<file path="config.mk">
export PLATFORM = sky130hd
export DESIGN_NAME = tsc_frame
export DESIGN_NICKNAME = d
export VERILOG_FILES = /design/src/rtl/tsc_pkg.sv /design/src/rtl/tsc_frame.sv
export SDC_FILE = /design/constraint.sdc
export NUM_CORES = 1
export LEC_CHECK = 0
export ABC_AREA = 1
export BUFFER_PORTS_ARGS = -buffer_cell sky130_fd_sc_hd__buf_2
export CORE_UTILIZATION = 29
export CTS_CLUSTER_SIZE = 40
export DETAILED_ROUTE_END_ITERATION = 6
export HOLD_SLACK_MARGIN = 0.12
export PLACE_DENSITY = 0.5
export RECOVER_POWER = 100
export SYNTH_ARGS = -nofsm -noshare
export SYNTH_HDL_FRONTEND = slang
export SYNTH_SLANG_ARGS = --single-unit
</file>
<file path="constraint.sdc">
create_clock -name clk -period 1.7 [get_ports clk]
set_clock_uncertainty 0.05 [all_clocks]
set_input_delay 0.17 -clock clk [delete_from_list [all_inputs] [get_ports clk]]
set_output_delay 0.17 -clock clk [all_outputs]
set_load 0.02 [all_outputs]
</file>
<file path="src/rtl/tsc_pkg.sv">
// Shared types, constants and the CRC-8 byte update for the scratchpad checker.
package tsc_pkg;

    // Bytes in one scratchpad frame, the CRC check byte being the last
    localparam int FRAME_BYTES = 9;
    localparam logic [3:0] LAST_POS = 4'(FRAME_BYTES - 1);

    // Reflected CRC-8 polynomial
    localparam logic [7:0] CRC_POLY = 8'h8C;

    // Item kinds on the input side
    localparam logic KIND_PRESENCE = 1'b0;
    localparam logic KIND_DATA     = 1'b1;

    typedef enum logic [1:0] {
        ST_OK           = 2'd0,
        ST_NO_PRESENCE  = 2'd1,
        ST_CRC_BAD      = 2'd2,
        ST_DISCONNECTED = 2'd3
    } status_t;

    // One registered input item
    typedef struct packed {
        logic       kind;
        logic       present;
        logic [7:0] data;
    } item_t;

    // One result item
    typedef struct packed {
        status_t            status;
        logic signed [15:0] temp;
    } result_t;

    // Byte-wide CRC-8 update, least significant bit first
    function automatic logic [7:0] crc_byte(input logic [7:0] crc_in, input logic [7:0] b);
        logic [7:0] crc;
        logic       fb;
        crc = crc_in;
        for (int i = 0; i < 8; i++) begin
            fb  = crc[0] ^ b[i];
            crc = {1'b0, crc[7:1]};
            if (fb)
            begin
                crc = crc ^ CRC_POLY;
            end
        end
        return crc;
    endfunction

endpackage

</file>
<file path="src/rtl/tsc_frame.sv">
// Frame tracking: CRC, byte position and temperature capture, and the status decision.
module tsc_frame (
    input  logic             clk,
    input  logic             rst_n,
    input  logic             fire,
    input  tsc_pkg::item_t   item,
    output logic             res_valid,
    output tsc_pkg::result_t res
);
    import tsc_pkg::*;

    logic [7:0] crc_reg,  crc_next;
    logic [3:0] pos_reg,  pos_next;
    logic       open_reg, open_next;
    logic [7:0] lo_reg,   lo_next;
    logic [7:0] hi_reg,   hi_next;
    logic [15:0] raw;

    assign raw = {hi_reg, lo_reg};

    // Next frame state and the result of the item being processed
    always_comb
    begin
        crc_next   = crc_reg;
        pos_next   = pos_reg;
        open_next  = open_reg;
        lo_next    = lo_reg;
        hi_next    = hi_reg;
        res_valid  = 1'b0;
        res.status = ST_OK;
        res.temp   = '0;
        if (fire)
        begin
            if (item.kind == KIND_PRESENCE)
            begin
                // Presence aborts any frame and starts afresh
                crc_next  = '0;
                pos_next  = '0;
                lo_next   = '0;
                hi_next   = '0;
                open_next = item.present;
                if (!item.present)
                begin
                    res_valid  = 1'b1;
                    res.status = ST_NO_PRESENCE;
                end
            end
            else if (open_reg)
            begin
                if (pos_reg < LAST_POS)
                begin
                    crc_next = crc_byte(crc_reg, item.data);
                    if (pos_reg == 4'd0)
                    begin
                        lo_next = item.data;
                    end
                    else if (pos_reg == 4'd1)
                    begin
                        hi_next = item.data;
                    end
                    pos_next = pos_reg + 4'd1;
                end
                else
                begin
                    // Check byte: close the frame and report
                    open_next = 1'b0;
                    pos_next  = '0;
                    res_valid = 1'b1;
                    priority if (crc_reg != item.data)
                    begin
                        res.status = ST_CRC_BAD;
                    end
                    else if (raw == 16'hFFFF || raw == 16'h0000)
                    begin
                        res.status = ST_DISCONNECTED;
                    end
                    else
                    begin
                        res.status = ST_OK;
                        res.temp   = signed'(raw);
                    end
                end
            end
        end
    end

    // Frame state registers
    always_ff @(posedge clk or negedge rst_n)
    begin
        if (!rst_n)
        begin
            crc_reg  <= '0;
            pos_reg  <= '0;
            open_reg <= 1'b0;
            lo_reg   <= '0;
            hi_reg   <= '0;
        end
        else
        begin
            crc_reg  <= crc_next;
            pos_reg  <= pos_next;
            open_reg <= open_next;
            lo_reg   <= lo_next;
            hi_reg   <= hi_next;
        end
    end

    // Position never runs past the check byte
    a_pos_range: assert property (@(posedge clk) disable iff (!rst_n)
        pos_reg <= LAST_POS)
        else $error("byte position beyond frame");

    // A closed frame always sits at position zero
    a_closed_pos: assert property (@(posedge clk) disable iff (!rst_n)
        !open_reg |-> pos_reg == 4'd0)
        else $error("position nonzero with no frame open");

    // An ok result never carries a disconnected reading
    a_ok_temp: assert property (@(posedge clk) disable iff (!rst_n)
        (res_valid && res.status == ST_OK) |-> (res.temp != 16'sd0 && res.temp != -16'sd1))
        else $error("ok status with disconnected reading");

    // Data bytes with no frame open leave the state alone
    a_idle_hold: assert property (@(posedge clk) disable iff (!rst_n)
        (fire && item.kind == KIND_DATA && !open_reg) |=> $stable(crc_reg) && !open_reg)
        else $error("state changed by a stray data byte");

endmodule

</file>
==> flow_metrics.tcl <==
set metrics [dict create \
    syn_to_final_growth_pct 42.5 \
    grt_use_total 0.149 \
    worst_pin_slew_ps 756 \
    cp_data_arrival_time_ps 1890 \
    met1_usage 0.197 \
    drt-initial-drc-count 25 \
    place_congestion 0.789 \
    busiest_layer "met2" \
    fin_nets 357 \
    fin_setup_tns_ps -6800 \
    grt_max_degree 30 \
    async_reset_ff_frac 1.00 \
    worst_ep_required_time_ps 1480 \
    yosysWarnings 0 \
    clock-sinks 29 \
    grt_pass1_vias 1812 \
    placedCellCount 405 \
    hp-class "primary input to register" \
    drive_above_1_share 0.322 \
    vias_per_cell 4.54 \
    tritoncts "done" \
    worstHoldPathCells 3 \
    antenna_left 0 \
    portBuffers 31 \
    intPower_mw 1.85 \
    root_buffer "clkbuf_8" \
    grt_first_pass_wirelength_mm 8.38 \
    multi_input_area_mm2 0.00112 \
    row_count 29 \
    cts_buffer_depth 2 \
    synth_area_per_cell_um2 7.16 \
    maxCapViolCount 0 \
    yosys-top-cells-count "nand2_1 (98), inv_1 (30), dfrtp_1 (29)" \
    power_mw 3.07 \
    p_sw_frac 0.396 \
    fill_cells 648 \
    yosysTopAreaCellShare 0.380 \
    io_pins 32 \
    grt.overflow.total 0 \
    dp_hpwl_mm 3.79 \
    hold_violations 0 \
    die_h_um 83.2 \
    dieArea_mm2 0.00692 \
    n_antenna_cell 0 \
    worst_setup_path_end_kind "primary output" \
    ys_seq_area_frac 0.380 \
    synth_area_leaders "dfrtp_1 (38%), nand2_1 (19%), inv_1 (5.9%), nor3_2 (5.8%), o21ai_1 (4.7%)" \
    fp.dieW_um 83.2 \
    cts_made_buffers 5 \
    netlist_instances 267 \
    leakage_nw 1.44 \
    period_needed_ps 2110 \
    share_comb_of_total_power 0.473 \
    p_clk_frac 0.207 \
    drc 0 \
    core_mm2 0.00635 \
    seq_area_um2 726 \
    ir_worst_vdd_mv 0.371 \
    detail_route.first_pass.iterations 4 \
    setup_ws_ps -412 \
    final_cell_area_mm2 0.00272 \
    max_freq_mhz 473 \
    cp-start-kind "register" \
    reg2reg_depth 6 \
    path_max_fanout 2 \
    power.switching_mw 1.21 \
    post-route-period-util 1.24 \
    syn_nets 283 \
    pwr-share-seq 0.320 \
    path_clk_slew_ps 70 \
    setup_viol 19 \
    ys_seq_elements 29 \
    htree_levels 2 \
    maxSlewViolCount 0 \
    fin_cells 419 \
    place_area_mm2 0.00245 \
    rsz0062_at_grt "true" \
    synth_edf_count 0 \
    initial_core_util 0.301 \
    clock_latency_ps 280 \
    pwr_density_cell_mw_per_mm2 1130 \
    wire_per_inst_um 11.3 \
    place_ws_ps -136 \
    antenna_found_initial 0 \
    synth_top_area_cell "dfrtp_1" \
    vias 1901 \
    synth_area_mm2 0.00191 \
    routed_wl_mm 4.73 \
    path_class "register to primary output" \
    use_met2 0.246 \
    gr-usage-met3 0.0278 \
    ys.flop_type "dfrtp_1" \
    outcome "finished with violations" \
    yosysUniqueCellTypes 28 \
    max-slew-margin-rel 0.496 \
    violations "setup timing" \
    synth_most_common_cell "nand2_1" \
]
## cell families (layout without fill, tap and decap cells)
family | count (synthesis) | count (layout) | share of synthesized area
and+or+nand+nor | 150 | 150 | 0.372
buffers and inverters | 41 | 116 | 0.0878
adders and majority gates | 3 | 3 | 0.0196
DFF | 29 | 29 | 0.380
AOI/OAI and AO/OA | 34 | 34 | 0.0950
xor gates and xnor gates | 10 | 10 | 0.0458
## timing repair
action,in CTS,in global routing
hold buffers,2,0
pin swaps,3,3
setup endpoints to repair,18,22
endpoints found under the hold margin,30,0
resized for setup,27,15
setup buffers,3,1
## per-layer routing
metal,share of wire,vias up
li1,-,1001
met1,0.47,861
met2,0.49,31
met3,0.023,8
met4,0.014,0
met5,0,-
## through the flow
step / util / hold WS, ps
floorplan: - / -176
global placement: 0.387 / 210
detailed placement: 0.387 / 207
CTS: 0.423 / 163
global route: 0.429 / 170
finish: 0.429 / 159
## worst paths after layout
check | startpoint | endpoint | slack, ps
worst max register to register | open_reg$_DFFE_PN0P_ | lo_reg[5]$_DFFE_PN0P_ | 90
min in group asynchronous | rst_n | crc_reg[1]$_DFFE_PN0P_ | 440
worst max-delay path | crc_reg[2]$_DFFE_PN0P_ | res[17] | -410
worst min register to register | lo_reg[6]$_DFFE_PN0P_ | lo_reg[6]$_DFFE_PN0P_ | 430
max in group asynchronous | rst_n | lo_reg[5]$_DFFE_PN0P_ | 680
worst min-delay path | item[3] | lo_reg[3]$_DFFE_PN0P_ | 160
## worst max-delay path: stages (launching register included)
cell and delay, ps:
dfrtp_1 390, xor2_1 170, nor2_2 150, nand2_2 80, nor3_4 260, buf_4 150
buf_6 90, buf_4 90, a31oi_1 60, buf_2 170
## layout make-up
cell class	instances	area share
sequential	29	0.267
inverter	36	0.0496
multi-input combinational	197	0.410
clock inverter	1	0.00184
timing repair buffer	72	0.201
clock buffer	7	0.0354
tap	77	0.0354
## power groups by stage
stage                     clock, mW  combinational (mW)  sequential (mW)
final                         0.635                1.45            0.983
after global routing          0.689                1.66             1.01
after CTS                     0.653                1.42            0.984
after detailed placement          0                1.38            0.997
after global placement            0                1.38            0.996
after floorplan                   0               0.873            0.989
## layout by cell type, fill, tap and decap left out
cell	count
clkbuf_2	2
buf_6	9
xor2_1	5
nand2_2	6
nor2_2	1
ha_1	3
clkinv_2	1
nand2_4	2
nor3_2	8
clkbuf_8	7
nand3_1	14
nor4_1	4
o21ai_0	12
o21ai_1	17
nor2_1	8
nor3_1	1
a21oi_2	1
o22ai_1	2
buf_12	1
clkbuf_1	2
nand4_1	4
dfrtp_1	29
nor3_4	9
xnor2_1	5
nand2_1	92
inv_2	5
nand3_4	1
inv_1	31
a31oi_1	1
buf_4	43
buf_2	13
dlygate4sd3_1	2
a31o_2	1
(Power assumes the default switching activity.)
